==> config.mk <==
export PLATFORM = sky130hd
export DESIGN_NAME = fcc_queue
export DESIGN_NICKNAME = d
export VERILOG_FILES = /design/src/rtl/core/fcc_pkg.sv /design/src/rtl/core/fcc_queue.sv
export VERILOG_INCLUDE_DIRS = /design/src /design/src/rtl/core
export SDC_FILE = /design/constraint.sdc
export NUM_CORES = 1
export LEC_CHECK = 0
export BUFFER_PORTS_ARGS = -buffer_cell sky130_fd_sc_hd__buf_2
export CAP_MARGIN = 20
export CELL_PAD_IN_SITES_DETAIL_PLACEMENT = 1
export CELL_PAD_IN_SITES_GLOBAL_PLACEMENT = 2
export CORE_MARGIN = 2
export CORE_UTILIZATION = 39
export CTS_CLUSTER_SIZE = 24
export DETAILED_ROUTE_END_ITERATION = 6
export PLACE_DENSITY = 0.82
export RECOVER_POWER = 100
export SLEW_MARGIN = 20
export SYNTH_ARGS = -nofsm -noshare
export SYNTH_HDL_FRONTEND = slang
export SYNTH_SLANG_ARGS = --single-unit
export TNS_END_PERCENT = 50
==> constraint.sdc <==
create_clock -name clock -period 3.7 [get_ports clock]
set_input_delay 0.37 -clock clock [delete_from_list [all_inputs] [get_ports clock]]
set_output_delay 0.37 -clock clock [all_outputs]
set_load 0.02 [all_outputs]
==> src/rtl/core/flash_command_controller_top_macros.svh <==
// Assertion macros shared by the flash command controller modules.
// Depends on nothing; define NO_ASSERTIONS to compile the checks out.
`ifndef FLASH_COMMAND_CONTROLLER_TOP_MACROS_SVH
`define FLASH_COMMAND_CONTROLLER_TOP_MACROS_SVH
`ifndef NO_ASSERTIONS
`define FCC_ASSERT(lbl, clk, rst, prop) \
   lbl: assert property (@(posedge clk) disable iff (rst) prop) \
      else $error("fcc assertion failed");
`define FCC_NEVER(lbl, clk, rst, cond) \
   lbl: assert property (@(posedge clk) disable iff (rst) !(cond)) \
      else $error("fcc forbidden condition seen");
`else
`define FCC_ASSERT(lbl, clk, rst, prop)
`define FCC_NEVER(lbl, clk, rst, cond)
`endif
`endif

==> src/rtl/core/fcc_pkg.sv <==
// Package for the flash command controller: sizes, command codes, register
// indexes, state and command types. Depends on nothing.
`default_nettype none
package fcc_pkg;

   localparam int BankBytes   = 65536;
   localparam int MaxBanks    = 2;
   localparam int SectorBytes = 4096;
   localparam int WindowBytes = 65536;
   localparam int StoreBytes  = MaxBanks * BankBytes;
   localparam int AddrW       = $clog2(StoreBytes);
   localparam int IdxW        = $clog2(StoreBytes + WindowBytes);
   localparam int OffsetW     = 16;
   localparam int ByteW       = 8;
   localparam int BankCountW  = 2;
   localparam int CsrIndexW   = 2;
   localparam int CsrDataW    = 8;
   localparam int QDepth      = 2;
   localparam int QPtrW       = $clog2(QDepth);
   localparam int QCountW     = $clog2(QDepth + 1);

   localparam logic [OffsetW-1:0] ADDR_UNLOCK1 = 16'h5555;
   localparam logic [OffsetW-1:0] ADDR_UNLOCK2 = 16'h2AAA;
   localparam logic [OffsetW-1:0] SECTOR_MASK  = 16'hF000;
   localparam logic [OffsetW-1:0] ID_MAKER_OFFSET  = 16'h0000;
   localparam logic [OffsetW-1:0] ID_DEVICE_OFFSET = 16'h0001;

   localparam logic [ByteW-1:0] CMD_UNLOCK1      = 8'hAA;
   localparam logic [ByteW-1:0] CMD_UNLOCK2      = 8'h55;
   localparam logic [ByteW-1:0] CMD_ID_MODE      = 8'h90;
   localparam logic [ByteW-1:0] CMD_PROGRAM      = 8'hA0;
   localparam logic [ByteW-1:0] CMD_BANK_SELECT  = 8'hB0;
   localparam logic [ByteW-1:0] CMD_ERASE        = 8'h80;
   localparam logic [ByteW-1:0] CMD_CHIP_ERASE   = 8'h10;
   localparam logic [ByteW-1:0] CMD_SECTOR_ERASE = 8'h30;
   localparam logic [ByteW-1:0] CMD_RESET        = 8'hF0;
   localparam logic [ByteW-1:0] ERASED_BYTE      = 8'hFF;

   localparam logic [CsrIndexW-1:0] REG_DEVICE_ENABLE = 2'd0;
   localparam logic [CsrIndexW-1:0] REG_BANK_COUNT    = 2'd1;
   localparam logic [CsrIndexW-1:0] REG_MAKER_ID      = 2'd2;
   localparam logic [CsrIndexW-1:0] REG_DEVICE_ID     = 2'd3;

   localparam logic                  DEVICE_ENABLE_RESET = 1'b1;
   localparam logic [BankCountW-1:0] BANK_COUNT_RESET    = 2'd2;
   localparam logic [ByteW-1:0]      MAKER_ID_RESET      = 8'hC2;
   localparam logic [ByteW-1:0]      DEVICE_ID_RESET     = 8'h09;

   typedef enum logic [2:0] {
      PH_IDLE, PH_UNL1, PH_UNL2, PH_PROG, PH_BANK, PH_ERA0, PH_ERA1, PH_ERA2
   } phase_type;

   typedef enum logic [2:0] {
      OP_REPLY, OP_READ, OP_PROG, OP_CHIP, OP_SECT, OP_MARK
   } op_type;

   typedef enum logic [2:0] {
      BK_CLEAR, BK_IDLE, BK_READ, BK_PROG, BK_ERASE
   } bk_state_type;

   typedef struct packed {
      op_type           op;
      logic [AddrW-1:0] addr;
      logic [ByteW-1:0] data;
   } cmd_type;

   typedef struct packed {
      logic full;
      logic empty;
   } q_status_type;

endpackage
`default_nettype wire

==> src/rtl/core/fcc_queue.sv <==
// Short command queue between the front end and the store engine.
// Uses fcc_pkg and the assertion macros.
`default_nettype none
`include "flash_command_controller_top_macros.svh"
module fcc_queue (
   input  wire logic               clock,
   input  wire logic               reset,
   input  wire logic               push,
   input  wire fcc_pkg::cmd_type   push_cmd,
   input  wire logic               pop,
   output fcc_pkg::q_status_type   q_status,
   output fcc_pkg::cmd_type        head
);

   fcc_pkg::cmd_type entry_ff [fcc_pkg::QDepth];
   logic [fcc_pkg::QPtrW-1:0]   wr_ptr_ff, wr_ptr_in;
   logic [fcc_pkg::QPtrW-1:0]   rd_ptr_ff, rd_ptr_in;
   logic [fcc_pkg::QCountW-1:0] count_ff, count_in;

   assign q_status.full  = (count_ff == fcc_pkg::QCountW'(fcc_pkg::QDepth));
   assign q_status.empty = (count_ff == '0);
   assign head           = entry_ff[rd_ptr_ff];

   always_comb begin
      wr_ptr_in = wr_ptr_ff;
      rd_ptr_in = rd_ptr_ff;
      count_in  = count_ff;
      if (push) begin
         wr_ptr_in = (wr_ptr_ff == fcc_pkg::QPtrW'(fcc_pkg::QDepth - 1))
                     ? '0 : wr_ptr_ff + fcc_pkg::QPtrW'(1);
      end
      if (pop) begin
         rd_ptr_in = (rd_ptr_ff == fcc_pkg::QPtrW'(fcc_pkg::QDepth - 1))
                     ? '0 : rd_ptr_ff + fcc_pkg::QPtrW'(1);
      end
      if (push && !pop) begin
         count_in = count_ff + fcc_pkg::QCountW'(1);
      end else if (pop && !push) begin
         count_in = count_ff - fcc_pkg::QCountW'(1);
      end
   end

   always_ff @(posedge clock) begin
      if (reset) begin
         wr_ptr_ff <= '0;
         rd_ptr_ff <= '0;
         count_ff  <= '0;
      end else begin
         wr_ptr_ff <= wr_ptr_in;
         rd_ptr_ff <= rd_ptr_in;
         count_ff  <= count_in;
      end
   end

   always_ff @(posedge clock) begin
      if (push) begin
         entry_ff[wr_ptr_ff] <= push_cmd;
      end
   end

   `FCC_NEVER(a_push_when_full, clock, reset, push && q_status.full)
   `FCC_NEVER(a_pop_when_empty, clock, reset, pop && q_status.empty)
   `FCC_ASSERT(a_count_bound, clock, reset, count_ff <= fcc_pkg::QCountW'(fcc_pkg::QDepth))

endmodule
`default_nettype wire

==> results.md, run 1 <==
- RSZ-0062 raised after global routing: no
- Synthesized area per cell: 20.5 um^2
- Crit path DAT: 2.12 ns
- Sw frac: 25.0%
- Pre-Repair DR Iteration Count: 4
- Hold-fix buffers at CTS: 0
- Critical Path Fanout Max: 28
- CTS sink cnt: 61
- Sw power: 0.000368 W
- P_int: 0.00110 W
- Fin. Hold Viols: 0
- Synth Instances: 109
- CP Class: flop to output port
- GRT overflow: 0
- Worst path buffer plus inverter count: 1
- Run status: finished, final reports clean
- Total GRT Usage: 14.8%
- Core area: 5510 um^2
- Final setup vio count: 0
- Maxcap violations: 0
- Via count of the first global-routing pass: 1,349
- Startpoint types: flop
- Post-cts sizing count: 0
- Via density per instance: 4.75
- Die span in y: 79.7 um
- HPWL after DPL: 3010 um
- Die ar.: 6340 um^2
- CP cell instances: mux2_2, clkbuf_1
- Reg clk slew, reported paths: 0.06 ns
- Die Width: 79.7 um
- Pre-CTS WS: 1.90 ns
- Ports: 62
- Total CTS buffers: 9
- Final setup margin: 1.21 ns
- HP Class: primary input to flop
- Setup_tns: 0 ns
- Total wire length: 4280 um
- Iteration-0 DRC Markers: 45
- Final Slew Violations: 0
- Fin crit period: 2.49 ns
- Seq. cell area: 1780 um^2
- Ys async rst share: 0%
- Clock Tree Root: clkbuf_8
- Detail Route Antenna Nets: 0
- Initial Util: 40.5%
- CP top delay family: flip-flops
- Skew-Pair Late Insertion Delay: 0.33 ns
- Post-route cell area: 2700 um^2
- Area of the multi-input gates: 419 um^2
- Post-synth cell types: 16
- CTS tree: done
- Main flop type after synthesis: edfxtp_1
- Flops & latches, synth: 61
- Slew Limit Headroom: 15.4%
- FP Rows: 27
- Clock power frac: 31.6%
- Hold WS: 0.224 ns
- Post-Place Cell Area: 2620 um^2
- P_leak: 0.915 nW
- Worst-Margin Slew: 1.27 ns
- Post-CTS setup buffer count: 0
- Post-synth EDFFs: 56
- Vias post-DR: 1,211
- Initial antenna violation count: 0
- CP required: 3.33 ns
- Largest net degree at the start of global routing: 29
- Largest stage delay, worst path: 1.16 ns
- Seq/Total Area, Yosys: 79.8%
- Met3 WL: 239 um
- Worst Skew: 0.00287 ns
- Port Buffer Count: 61
- Top-count cell post-synth: edfxtp_1
- Combinational group share of total power: 12.1%
- GPL Wtd Cong: 0.698
- Util after Layout: 48.9%
- Final period utilization: 67.3%
- Commonest cells in the netlist: edfxtp_1, mux2_2, dfxtp_1, nor2_1
- Post-synth top area share: 75.3%
- Remaining DRCs: 0
- Fraction of layout cells with a size suffix above 1: 29.5%
- Fillers: 568
- Critical Path End Type: output port
- Max Fclk: 402 MHz
- # nets final: 213
- Number of diodes: 0
- First-pass GRT wire length: 6590 um
- Syn_nets: 142
- Sequential Power Share: 56.3%
- Power density cells: 546 nW/um^2
- Max clock buf depth: 2
- WL per Instance: 16.8 um
- Post-synthesis cell area: 2230 um^2
- Synth-to-layout area growth: 20.7%
- Uppermost layer routed: met4
- Yosys warns: 0
- Met2 WL: 2340 um
- VDD IR max: 0.242 mV
- CP max-delay cell: dfxtp_1
- Post-synth top area cell: edfxtp_1
- Routed met1 length: 1600 um
- Synth top area cells: edfxtp_1, mux2_2, dfxtp_1
- H-tree Lvls: 3
==> power by group through the flow <==
| stage | sequential [W] | clock, W | combinational, W |
|---|---|---|---|
| after floorplan | 0.000826 | 0 | 0.000134 |
| after global placement | 0.000838 | 0 | 0.000187 |
| after detailed placement | 0.000844 | 0 | 0.000193 |
| after CTS | 0.000829 | 0.000480 | 0.000194 |
| after global routing | 0.000834 | 0.000497 | 0.000191 |
| final | 0.000828 | 0.000465 | 0.000177 |
==> metal layers <==
layer  GRT usage, %  vias to the layer above
met1           16.1                      609
met2           24.9                       37
met5              0                        -
met4           8.28                        0
li1               -                      557
met3           5.20                        8
==> flip-flops by register name, indices dropped and copies added (netlist names), named ones only <==
| signal | count |
|---|---|
| entry_ff | 56 |
| rd_ptr_ff | 1 |
| count_ff | 2 |
| wr_ptr_ff | 1 |
==> final timing paths <==
path,startpoint,slack [ns],to,depth (start not counted)
min reg2reg,rd_ptr_ff$_SDFFE_PP0P_,0.52,rd_ptr_ff$_SDFFE_PP0P_,2
max,flop,1.21,head[0],2
max reg2reg,wr_ptr_ff$_SDFFE_PP0P_,1.36,entry_ff[0][11]$_DFFE_PP_,2
min,push_cmd[5],0.22,entry_ff[0][5]$_DFFE_PP_,1
==> area by class of cell <==
type | instances | area share (%)
clock buffers | 11 | 4.87
clock inverters | 3 | 0.557
inverters | 1 | 0.139
multi-input cells | 44 | 15.6
flip-flops and latches | 61 | 66.1
well taps | 72 | 3.34
repair buffers | 63 | 9.42
==> kinds of logic after synthesis <==
group	after synthesis	synth area share, %
compound gates	2	0.448
buf+inv	4	1.40
simple gates	9	2.07
fa+ha+maj	1	0.560
mux	28	14.1
flops	61	79.8
xor+xnor	4	1.57
==> worst register-to-register path: stages (launching register included) <==
cell      delay, ns
dfxtp_1        0.33
nor2b_1        0.81
clkbuf_1       0.81
==> through the flow <==
step	std cells	total power, W
after floorplan	109	0.000960
final	255	0.00147
after CTS	255	0.00150
after detailed placement	241	0.00104
after global placement	241	0.00103
after global routing	255	0.00152
==> layout by cell type, fill, tap and decap left out, types with 2 or more instances in the layout <==
| cell type | Yosys | layout |
|---|---|---|
| dfxtp_1 | 5 | 5 |
| clkinv_2 | 0 | 3 |
| nor2_1 | 5 | 5 |
| buf_2 | 1 | 14 |
| clkbuf_1 | 0 | 51 |
| edfxtp_1 | 56 | 56 |
| xnor2_1 | 2 | 2 |
| clkbuf_8 | 0 | 9 |
| xor2_1 | 2 | 2 |
| mux2_2 | 28 | 27 |
No activity file was read; power rests on OpenSTA's default activity.
==> inputs of run 2 (changes only) <==
- CORE_UTILIZATION: 39 -> 33
- PLACE_DENSITY: 0.82 -> 0.74
- clock period: 3.7 -> 2.12 ns (I/O delays scaled with it)
==> run 2 against run 1 <==
Effect of this change:
- final area grew 1.3%
- first-iteration DRC count grew 82%
- critical path type unchanged
- critical path depth grew 1
- highest routed layer unchanged
- largest cell class unchanged
- largest power group unchanged
- utilization shrank 6.7 points
==> results.md, run 2 (synthesis gave the netlist of run 1 again) <==
- Run status: finished, final reports clean
- Largest register FFs: 56
- HPWL after DPL: 3070 um
- Worst Skew: 0.00708 ns
- Detail Route Antenna Nets: 0
- Remaining DRCs: 0
- Final setup margin: 0.348 ns
- Largest net degree at the start of global routing: 16
- Final period utilization: 83.6%
- Synth-to-layout area growth: 22.3%
- Startpoint types: flop
- Post-CTS setup buffer count: 0
- Biggest regs: entry_ff (56), count_ff (2)
- Total CTS buffers: 9
- Core area: 6460 um^2
- Via count of the first global-routing pass: 1,357
- Final Slew Violations: 0
- Hold WS: 0.0774 ns
- Fraction of layout cells with a size suffix above 1: 29.6%
- GRT overflow: 0
- Die Width: 86.2 um
- # nets final: 217
- Area of the multi-input gates: 419 um^2
- Worst-Margin Slew: 0.863 ns
- Leading cell type in the layout, fill and taps excluded: edfxtp_1
- First-pass GRT wire length: 6560 um
- Reg clk slew, reported paths: 0.06 ns
- Final setup vio count: 0
- Met2 WL: 2140 um
- Skew-Pair Late Insertion Delay: 0.32 ns
- P_leak: 0.929 nW
- Slew Limit Headroom: 42.5%
- Initial Util: 34.6%
- RSZ-0062 raised after global routing: no
- Util after Layout: 42.3%
- GPL Wtd Cong: 0.717
- Max Fclk: 564 MHz
- Total wire length: 4190 um
- Biggest register: entry_ff
- FP Rows: 29
- Initial antenna violation count: 0
- Seq. cell area: 1780 um^2
- VDD IR max: 0.396 mV
- Critical Path End Type: output port
- CTS sink cnt: 61
- Iteration-0 DRC Markers: 82
- Vias post-DR: 1,192
- Met3 WL: 267 um
- Power density cells: 940 nW/um^2
- Critical Path Fanout Max: 15
- Pre-Repair DR Iteration Count: 3
- Setup_tns: 0 ns
- Fin crit period: 1.77 ns
- Crit path DAT: 1.56 ns
- Pre-CTS WS: 0.693 ns
- Uppermost layer routed: met4
- H-tree Lvls: 3
- Fin. Hold Viols: 0
- Hold-fix buffers at CTS: 0
- Routed met1 length: 1660 um
- Fillers: 671
- CP required: 1.91 ns
- CP Class: flop to output port
- Total GRT Usage: 12.2%
- WL per Instance: 15.8 um
- Via density per instance: 4.48
- Die span in y: 86.2 um
- Maxcap violations: 0
- Post-cts sizing count: 0
- Ports: 62
- Commonest cells after routing, fill and taps aside: edfxtp_1, clkbuf_1, mux2_2, buf_2, clkbuf_8
- Number of diodes: 0
- Die ar.: 7440 um^2
- Max clock buf depth: 2
- CTS tree: done
- Clock Tree Root: clkbuf_8
- Port Buffer Count: 61
- HP Class: primary input to flop
run 2: worst paths after layout:
check                                   to  slack, ns              startpoint  cells past startpoint
setup / recovery                  head[19]       0.35                    flop                      3
hold / removal    entry_ff[1][4]$_DFFE_PP_       0.08             push_cmd[4]                      1
setup reg to reg  entry_ff[0][7]$_DFFE_PP_       0.41  wr_ptr_ff$_SDFFE_PP0P_                      2
hold reg to reg     rd_ptr_ff$_SDFFE_PP0P_       0.53  rd_ptr_ff$_SDFFE_PP0P_                      2
run 2: through the flow:
stage | power (W) | instances | instance area, um^2
final | 0.00257 | 266 | 2730
after global routing | 0.00269 | 266 | 2730
after CTS | 0.00265 | 266 | 2810
after detailed placement | 0.00182 | 250 | 2650
after global placement | 0.00180 | 250 | 2650
after floorplan | 0.00168 | 109 | 2230
run 2: cell type report:
class | instances | area share [%]
clock buffer | 10 | 4.67
clock inverter | 6 | 1.10
inverter | 1 | 0.137
multi-input combinational | 44 | 15.4
sequential | 61 | 65.3
tap | 77 | 3.53
timing repair buffer | 67 | 9.94
run 2: where the power goes:
part           switching [W]  internal [W]
Combinational       0.000211      0.000121
Clock               0.000403      0.000409
Sequential         0.0000226       0.00140
run 2: layer usage:
metal  GRT usage, %  vias to the layer above
met5              0                        -
met1           12.8                      571
met4           7.24                        0
met2           20.1                       46
li1               -                      564
met3           5.62                       11
run 2: critical path: stages (launching register included):
cell and delay (ns):
dfxtp_1 0.32, clkbuf_2 0.35, mux2_2 0.39, clkbuf_1 0.17
