File: src/rtl/core/flash_command_controller_top_macros.svh
// Assertion macros shared by the flash command controller modules.
// Depends on nothing; define NO_ASSERTIONS to compile the checks out.
`ifndef FLASH_COMMAND_CONTROLLER_TOP_MACROS_SVH
`define FLASH_COMMAND_CONTROLLER_TOP_MACROS_SVH
`ifndef NO_ASSERTIONS
`define FCC_ASSERT(lbl, clk, rst, prop) \
   lbl: assert property (@(posedge clk) disable iff (rst) prop) \
      else $error("fcc assertion failed");
`define FCC_NEVER(lbl, clk, rst, cond) \
   lbl: assert property (@(posedge clk) disable iff (rst) !(cond)) \
      else $error("fcc forbidden condition seen");
`else
`define FCC_ASSERT(lbl, clk, rst, prop)
`define FCC_NEVER(lbl, clk, rst, cond)
`endif
`endif

File: src/rtl/core/fcc_pkg.sv
// Package for the flash command controller: sizes, command codes, register
// indexes, state and command types. Depends on nothing.
`default_nettype none
package fcc_pkg;

   localparam int BankBytes   = 65536;
   localparam int MaxBanks    = 2;
   localparam int SectorBytes = 4096;
   localparam int WindowBytes = 65536;
   localparam int StoreBytes  = MaxBanks * BankBytes;
   localparam int AddrW       = $clog2(StoreBytes);
   localparam int IdxW        = $clog2(StoreBytes + WindowBytes);
   localparam int OffsetW     = 16;
   localparam int ByteW       = 8;
   localparam int BankCountW  = 2;
   localparam int CsrIndexW   = 2;
   localparam int CsrDataW    = 8;
   localparam int QDepth      = 2;
   localparam int QPtrW       = $clog2(QDepth);
   localparam int QCountW     = $clog2(QDepth + 1);

   localparam logic [OffsetW-1:0] ADDR_UNLOCK1 = 16'h5555;
   localparam logic [OffsetW-1:0] ADDR_UNLOCK2 = 16'h2AAA;
   localparam logic [OffsetW-1:0] SECTOR_MASK  = 16'hF000;
   localparam logic [OffsetW-1:0] ID_MAKER_OFFSET  = 16'h0000;
   localparam logic [OffsetW-1:0] ID_DEVICE_OFFSET = 16'h0001;

   localparam logic [ByteW-1:0] CMD_UNLOCK1      = 8'hAA;
   localparam logic [ByteW-1:0] CMD_UNLOCK2      = 8'h55;
   localparam logic [ByteW-1:0] CMD_ID_MODE      = 8'h90;
   localparam logic [ByteW-1:0] CMD_PROGRAM      = 8'hA0;
   localparam logic [ByteW-1:0] CMD_BANK_SELECT  = 8'hB0;
   localparam logic [ByteW-1:0] CMD_ERASE        = 8'h80;
   localparam logic [ByteW-1:0] CMD_CHIP_ERASE   = 8'h10;
   localparam logic [ByteW-1:0] CMD_SECTOR_ERASE = 8'h30;
   localparam logic [ByteW-1:0] CMD_RESET        = 8'hF0;
   localparam logic [ByteW-1:0] ERASED_BYTE      = 8'hFF;

   localparam logic [CsrIndexW-1:0] REG_DEVICE_ENABLE = 2'd0;
   localparam logic [CsrIndexW-1:0] REG_BANK_COUNT    = 2'd1;
   localparam logic [CsrIndexW-1:0] REG_MAKER_ID      = 2'd2;
   localparam logic [CsrIndexW-1:0] REG_DEVICE_ID     = 2'd3;

   localparam logic                  DEVICE_ENABLE_RESET = 1'b1;
   localparam logic [BankCountW-1:0] BANK_COUNT_RESET    = 2'd2;
   localparam logic [ByteW-1:0]      MAKER_ID_RESET      = 8'hC2;
   localparam logic [ByteW-1:0]      DEVICE_ID_RESET     = 8'h09;

   typedef enum logic [2:0] {
      PH_IDLE, PH_UNL1, PH_UNL2, PH_PROG, PH_BANK, PH_ERA0, PH_ERA1, PH_ERA2
   } phase_type;

   typedef enum logic [2:0] {
      OP_REPLY, OP_READ, OP_PROG, OP_CHIP, OP_SECT, OP_MARK
   } op_type;

   typedef enum logic [2:0] {
      BK_CLEAR, BK_IDLE, BK_READ, BK_PROG, BK_ERASE
   } bk_state_type;

   typedef struct packed {
      op_type           op;
      logic [AddrW-1:0] addr;
      logic [ByteW-1:0] data;
   } cmd_type;

   typedef struct packed {
      logic full;
      logic empty;
   } q_status_type;

endpackage
`default_nettype wire

File: src/rtl/core/fcc_req_if.sv
// Request channel of the flash command controller: valid, ready and one access.
// Depends on nothing.
`default_nettype none
interface fcc_req_if;
   logic        valid;
   logic        ready;
   logic        func;
   logic [15:0] offset;
   logic [7:0]  write_byte;

   modport source (output valid, output func, output offset, output write_byte,
                   input ready);
   modport sink (input valid, input func, input offset, input write_byte,
                 output ready);
endinterface
`default_nettype wire

File: src/rtl/core/fcc_front.sv
// Front end: accepts accesses, holds the registers and the unlock command
// sequencer, and turns each access into a store command. Uses fcc_pkg, fcc_req_if.
`default_nettype none
module fcc_front (
   input  wire logic                          clock,
   input  wire logic                          reset,
   fcc_req_if.sink                            req,
   input  wire logic                          csr_we,
   input  wire logic [fcc_pkg::CsrIndexW-1:0] csr_index,
   input  wire logic [fcc_pkg::CsrDataW-1:0]  csr_wdata,
   input  wire logic                          init_busy,
   input  wire fcc_pkg::q_status_type         q_status,
   output logic                               push,
   output fcc_pkg::cmd_type                   push_cmd
);

   fcc_pkg::phase_type phase_ff, phase_in;
   logic id_mode_ff, id_mode_in;
   logic bank_ff, bank_in;

   logic                              enable_ff;
   logic [fcc_pkg::BankCountW-1:0]    bank_count_ff;
   logic [fcc_pkg::ByteW-1:0]         maker_ff;
   logic [fcc_pkg::ByteW-1:0]         device_ff;

   logic                           accept;
   logic [fcc_pkg::BankCountW-1:0] eff_banks;
   logic [fcc_pkg::BankCountW-1:0] eff_banks_m1;
   logic [fcc_pkg::IdxW-1:0]       used_bytes;
   logic [fcc_pkg::IdxW-1:0]       bank_base;
   logic [fcc_pkg::IdxW-1:0]       cell_idx;
   logic [fcc_pkg::IdxW-1:0]       sect_idx;
   logic                           cell_ok;
   logic                           sect_ok;

   assign req.ready = !q_status.full && !init_busy;
   assign accept    = req.valid && req.ready;
   assign push      = accept;

   always_ff @(posedge clock) begin
      if (reset) begin
         enable_ff     <= fcc_pkg::DEVICE_ENABLE_RESET;
         bank_count_ff <= fcc_pkg::BANK_COUNT_RESET;
         maker_ff      <= fcc_pkg::MAKER_ID_RESET;
         device_ff     <= fcc_pkg::DEVICE_ID_RESET;
      end else if (csr_we) begin
         unique case (csr_index)
            fcc_pkg::REG_DEVICE_ENABLE: enable_ff     <= csr_wdata[0];
            fcc_pkg::REG_BANK_COUNT:    bank_count_ff <= csr_wdata[fcc_pkg::BankCountW-1:0];
            fcc_pkg::REG_MAKER_ID:      maker_ff      <= csr_wdata;
            fcc_pkg::REG_DEVICE_ID:     device_ff     <= csr_wdata;
            default:                    enable_ff     <= enable_ff;
         endcase
      end
   end

   always_ff @(posedge clock) begin
      if (reset) begin
         phase_ff   <= fcc_pkg::PH_IDLE;
         id_mode_ff <= 1'b0;
         bank_ff    <= 1'b0;
      end else if (accept) begin
         phase_ff   <= phase_in;
         id_mode_ff <= id_mode_in;
         bank_ff    <= bank_in;
      end
   end

   always_comb begin
      if (bank_count_ff == '0) begin
         eff_banks = fcc_pkg::BankCountW'(1);
      end else if (bank_count_ff > fcc_pkg::BankCountW'(fcc_pkg::MaxBanks)) begin
         eff_banks = fcc_pkg::BankCountW'(fcc_pkg::MaxBanks);
      end else begin
         eff_banks = bank_count_ff;
      end
      eff_banks_m1 = eff_banks - fcc_pkg::BankCountW'(1);
      used_bytes = fcc_pkg::IdxW'(eff_banks) * fcc_pkg::IdxW'(fcc_pkg::BankBytes);
      bank_base  = bank_ff ? fcc_pkg::IdxW'(fcc_pkg::BankBytes) : '0;
      cell_idx   = bank_base + fcc_pkg::IdxW'(req.offset);
      sect_idx   = bank_base + fcc_pkg::IdxW'(req.offset & fcc_pkg::SECTOR_MASK);
      cell_ok    = (cell_idx < used_bytes)
                   && (cell_idx < fcc_pkg::IdxW'(fcc_pkg::StoreBytes));
      sect_ok    = (sect_idx < used_bytes)
                   && (sect_idx < fcc_pkg::IdxW'(fcc_pkg::StoreBytes));

      phase_in      = phase_ff;
      id_mode_in    = id_mode_ff;
      bank_in       = bank_ff;
      push_cmd.op   = fcc_pkg::OP_REPLY;
      push_cmd.addr = cell_idx[fcc_pkg::AddrW-1:0];
      push_cmd.data = fcc_pkg::ERASED_BYTE;

      if (!enable_ff) begin
         push_cmd.op = fcc_pkg::OP_REPLY;
      end else if (!req.func) begin
         if (id_mode_ff) begin
            if (req.offset == fcc_pkg::ID_MAKER_OFFSET) begin
               push_cmd.data = maker_ff;
            end else if (req.offset == fcc_pkg::ID_DEVICE_OFFSET) begin
               push_cmd.data = device_ff;
            end
         end else if (cell_ok) begin
            push_cmd.op = fcc_pkg::OP_READ;
         end
      end else if (req.write_byte == fcc_pkg::CMD_RESET && phase_ff != fcc_pkg::PH_PROG) begin
         id_mode_in = 1'b0;
         phase_in   = fcc_pkg::PH_IDLE;
      end else begin
         unique case (phase_ff)
            fcc_pkg::PH_IDLE: begin
               if (req.offset == fcc_pkg::ADDR_UNLOCK1
                   && req.write_byte == fcc_pkg::CMD_UNLOCK1) begin
                  phase_in = fcc_pkg::PH_UNL1;
               end
            end
            fcc_pkg::PH_UNL1: begin
               phase_in = (req.offset == fcc_pkg::ADDR_UNLOCK2
                           && req.write_byte == fcc_pkg::CMD_UNLOCK2)
                          ? fcc_pkg::PH_UNL2 : fcc_pkg::PH_IDLE;
            end
            fcc_pkg::PH_UNL2: begin
               phase_in = fcc_pkg::PH_IDLE;
               if (req.offset == fcc_pkg::ADDR_UNLOCK1) begin
                  priority if (req.write_byte == fcc_pkg::CMD_ID_MODE) begin
                     id_mode_in = 1'b1;
                  end else if (req.write_byte == fcc_pkg::CMD_PROGRAM) begin
                     phase_in = fcc_pkg::PH_PROG;
                  end else if (req.write_byte == fcc_pkg::CMD_BANK_SELECT) begin
                     phase_in = fcc_pkg::PH_BANK;
                  end else if (req.write_byte == fcc_pkg::CMD_ERASE) begin
                     phase_in = fcc_pkg::PH_ERA0;
                  end else begin
                     phase_in = fcc_pkg::PH_IDLE;
                  end
               end
            end
            fcc_pkg::PH_ERA0: begin
               phase_in = (req.offset == fcc_pkg::ADDR_UNLOCK1
                           && req.write_byte == fcc_pkg::CMD_UNLOCK1)
                          ? fcc_pkg::PH_ERA1 : fcc_pkg::PH_IDLE;
            end
            fcc_pkg::PH_ERA1: begin
               phase_in = (req.offset == fcc_pkg::ADDR_UNLOCK2
                           && req.write_byte == fcc_pkg::CMD_UNLOCK2)
                          ? fcc_pkg::PH_ERA2 : fcc_pkg::PH_IDLE;
            end
            fcc_pkg::PH_ERA2: begin
               phase_in = fcc_pkg::PH_IDLE;
               if (req.offset == fcc_pkg::ADDR_UNLOCK1
                   && req.write_byte == fcc_pkg::CMD_CHIP_ERASE) begin
                  push_cmd.op = fcc_pkg::OP_CHIP;
               end else if (req.write_byte == fcc_pkg::CMD_SECTOR_ERASE) begin
                  push_cmd.op   = sect_ok ? fcc_pkg::OP_SECT : fcc_pkg::OP_MARK;
                  push_cmd.addr = sect_idx[fcc_pkg::AddrW-1:0];
               end
            end
            fcc_pkg::PH_PROG: begin
               phase_in = fcc_pkg::PH_IDLE;
               if (cell_ok) begin
                  push_cmd.op   = fcc_pkg::OP_PROG;
                  push_cmd.data = req.write_byte;
               end
            end
            fcc_pkg::PH_BANK: begin
               phase_in = fcc_pkg::PH_IDLE;
               bank_in  = (eff_banks > fcc_pkg::BankCountW'(1))
                          ? (req.write_byte[0] & eff_banks_m1[0]) : 1'b0;
            end
            default: phase_in = fcc_pkg::PH_IDLE;
         endcase
      end
   end

endmodule
`default_nettype wire

File: src/flat_wrapper.sv
// flat-port wrapper written by rule: the top's interface ports become plain ports
module fcc_front_flat 
  (clock, reset, csr_we, csr_index, csr_wdata, init_busy, q_status, push, push_cmd, req_valid, req_func, req_offset, req_write_byte, req_ready);
  fcc_req_if req_i ();
  input  wire logic clock;
  input  wire logic reset;
  input  wire logic csr_we;
  input  wire logic [fcc_pkg::CsrIndexW-1:0] csr_index;
  input  wire logic [fcc_pkg::CsrDataW-1:0] csr_wdata;
  input  wire logic init_busy;
  input  wire fcc_pkg::q_status_type q_status;
  output logic push;
  output fcc_pkg::cmd_type push_cmd;
  input wire logic [$bits(req_i.valid)-1:0] req_valid;
  input wire logic [$bits(req_i.func)-1:0] req_func;
  input wire logic [$bits(req_i.offset)-1:0] req_offset;
  input wire logic [$bits(req_i.write_byte)-1:0] req_write_byte;
  output wire logic [$bits(req_i.ready)-1:0] req_ready;
  assign req_i.valid = req_valid;
  assign req_i.func = req_func;
  assign req_i.offset = req_offset;
  assign req_i.write_byte = req_write_byte;
  assign req_ready = req_i.ready;
  fcc_front u_core (.clock(clock), .reset(reset), .req(req_i), .csr_we(csr_we), .csr_index(csr_index), .csr_wdata(csr_wdata), .init_busy(init_busy), .q_status(q_status), .push(push), .push_cmd(push_cmd));
endmodule
File: config.mk
export PLATFORM = sky130hd
export DESIGN_NAME = fcc_front_flat
export DESIGN_NICKNAME = d
export VERILOG_FILES = /design/src/rtl/core/flash_command_controller_top_macros.svh /design/src/rtl/core/fcc_pkg.sv /design/src/rtl/core/fcc_req_if.sv /design/src/rtl/core/fcc_front.sv /design/src/flat_wrapper.sv
export SDC_FILE = /design/constraint.sdc
export NUM_CORES = 1
export LEC_CHECK = 0
export ABC_AREA = 1
export ABC_CLOCK_PERIOD_IN_PS = 1600
export BUFFER_PORTS_ARGS = -buffer_cell sky130_fd_sc_hd__buf_2
export CORE_MARGIN = 3
export CORE_UTILIZATION = 45
export DETAILED_ROUTE_END_ITERATION = 6
export GPL_TIMING_DRIVEN = 0
export PLACE_DENSITY = 0.84
export SYNTH_ARGS = -nofsm -noshare
export SYNTH_HDL_FRONTEND = slang
export SYNTH_SLANG_ARGS = --single-unit
File: constraint.sdc
create_clock -name clock -period 1.6 [get_ports clock]
set_input_delay 0.32 -clock clock [delete_from_list [all_inputs] [get_ports clock]]
set_output_delay 0.32 -clock clock [all_outputs]
set_load 0.05 [all_outputs]
==> results.cfg <==
[sta]
worstMarginPinSlew_ns = 0.595
period_minus_slack_ns = 2.17
setup_viol = 23
skew_ns = 0.00106
fin_crit_sh_pct = 135
worst_slack_ns = -0.568
rsz0062_at_grt = yes
finalHoldViolCount = 0
slew_violations = 0
clock.fmax_mhz = 461
slew_headroom_pct = 60.1

[synthesis]
synth_flop_cell = dfxtp_1
synthArstFlopShare_pct = 0
yosysTopAreaCellShare_pct = 23.4
syn-instance-count = 347
ys_seq_area_share_pct = 23.4
yosysUniqueCellTypes = 30
syn_avg_cell_area_um2 = 5.67
synth_edf_count = 0
synth_area_um2 = 1970
synth-seq-cells = 23
synth_largest_area_cell = dfxtp_1
yosys_warnings = 0
synth_nets = 389
synthTopCellsByArea = dfxtp_1 23%, nor2_1 14%, nand2_1 13%

[placement]
dp_hpwl_mm = 4.82
dp_slack_ns = -0.595
port_buffers = 69
routabilityCongestion = 0.944

[global_route]
overflow = 0
grt_pass1_vias = 2542
antenna_found_initial = 0
grt_pass1_wl_mm = 11.2
track_usage_pct = 26.6
grt_max_degree = 15

[worst_setup_path]
critPathKind = flip-flop to output port
cp_max_fo = 5
cp_cell_sequence = inv_2 -> buf_6 -> nor3_4 -> inv_2 -> nor4_4 -> buf_6 -> buf_8 -> nor2_4 -> buf_6
worst_path_most_repeated_cell = buf_6
crit_arrival_ns = 1.85
crit_slowest_cell = dfxtp_2
reg2reg_slack_ns = 0.09
end_kind = output port
critPathMaxStageDelay_ns = 0.34
start_kind = flip-flop
worstPathRequired_ns = 1.28

[cts]
cts_max_path_buffers = 2
cts_sinks = 23
clk_pin_slew_ns = 0.09
numCtsBuffers = 3
clockRootBuffer = clkbuf_8
h-tree-depth = 1
cts_hold_buf = 0
cts_tree = yes
clock_latency_ns = 0.27

[layout]
area_delta_synth_final_pct = 71.3
diodes = 0
nFillCells = 258
nets = 492
multi_input_area_um2 = 1680
drive_above_1_share_pct = 48.1
seq_area_um2 = 469
post-route-util_pct = 81.9

[job]
max-cap-violations = 0

[floorplan]
core_area_um2 = 4120
rows = 23
initial_core_util_pct = 47.8
die_h_um = 72.1
die-area_um2 = 5200
die_width_um = 72.1
ioPinCount = 72

[drt]
first_pass_iters = 5
wl_mm = 7.78
viasPerCell = 5.55
wl_per_cell_um = 15.6
vias = 2768
ant_nets = 0
drc = 0
drt-initial-drc-count = 274

[pwr]
peakVddDrop_mv = 0.588
power_density_nw_per_um2 = 478
p_leak_nw = 1.51
totalPowerFinal_mw = 1.61

[outcome]
status = finished, violations left
violations = negative setup slack

[min_path]
hold_class = input port to flip-flop
critical path: cells and delay by family (launching register included):
kind                   cells  cell delay (ns)
AND/OR/NAND/NOR            3             0.53
buffers and inverters      6             0.71
flip-flops                 1             0.34
cells in the mapped netlist, types with 2 or more instances:
cell type	count
nor2_4	2
inv_2	14
clkbuf_1	3
nand3_1	41
nor2_1	73
nor3_2	3
nor4_1	2
o21ai_0	17
o21ai_1	10
nand2_1	69
nand2_2	2
nor2_2	16
dfxtp_1	23
a21oi_1	6
inv_1	33
nor3_1	7
buf_4	5
nand4_1	9
metrics by stage:
stage / instance area, um^2 / hold WS, ns / instances / setup TNS, ns
floorplan: 2250 / 0.382 / 347 / -2.50
global placement: 2660 / 0.441 / 466 / -10.57
detailed placement: 2660 / 0.447 / 466 / -10.86
CTS: 2990 / 0.235 / 489 / -11.35
global route: 3370 / 0.249 / 499 / -11.81
finish: 3370 / 0.252 / 499 / -10.51
registers in the layout, indices dropped and copies added (netlist names):
signal / cells
u_core.bank_ff: 1
u_core.bank_count_ff: 1
u_core.maker_ff: 8
u_core.device_ff: 8
u_core.enable_ff: 1
u_core.id_mode_ff: 1
u_core.phase_ff: 3
routing by layer:
layer / vias to the layer above / GRT usage [%] / routed length [um]
li1: 1320 / - / -
met1: 1244 / 32.6 / 2960
met2: 178 / 45.2 / 3830
met3: 26 / 4.57 / 773
met4: 0 / 12.3 / 210
met5: - / 0 / 0
cell usage in the layout, fill, tap and decap left out, types with 3 or more instances in the layout:
cell,instances
o21ai_0,11
nor2_4,23
o21ai_1,3
clkbuf_8,3
buf_6,33
nand3_4,6
nor3_1,5
a21oi_1,5
nor3_4,3
inv_1,28
buf_2,38
nand4_1,9
dfxtp_1,20
o21ai_2,12
inv_4,4
inv_2,12
nand2_1,60
nand3_2,8
nand3_1,27
nor2_1,57
nand2_2,9
buf_4,28
buf_8,6
nor2_2,11
power by group:
group | internal (mW) | total [mW] | switching (mW)
Clock | 0.178 | 0.394 | 0.216
Sequential | 0.592 | 0.607 | 0.0150
Combinational | 0.222 | 0.611 | 0.389
Total | 0.993 | 1.61 | 0.620
kinds of logic (layout without fill, tap and decap cells):
family	after synthesis	count (layout)	synth area share [%]
AND/OR/NAND/NOR	228	228	54.0
flip-flops	23	23	23.4
buffers and inverters	59	161	12.7
AO/OA/AOI/OAI	37	37	9.85
worst paths after layout:
check                                         from                 end  cells past startpoint
worst min register to register  u_core.maker_ff[1]  u_core.maker_ff[1]                      2
worst max register to register  u_core.phase_ff[0]  u_core.phase_ff[0]                      8
worst min-delay path                         reset  u_core.phase_ff[2]                      2
worst max-delay path            u_core.phase_ff[2]        push_cmd[17]                      9
cell type report:
class                           instances  share of cell area [%]
Multi-Input combinational cell        265                    49.7
Timing Repair Buffer                  100                    24.7
Sequential cell                        23                    13.9
Inverter                               48                    6.57
Tap cell                               50                    1.86
Buffer                                  9                    1.82
Clock buffer                            3                    1.22
Clock inverter                          1                   0.186
repair_timing:
item	4_1_cts	5_1_grt
gates cloned	1	0
setup buffers	18	13
pin swaps	6	29
endpoints found under the setup margin	23	25
endpoints found under the hold margin	0	0
gates resized for setup	40	110
No activity file was read; power rests on OpenSTA's default activity.
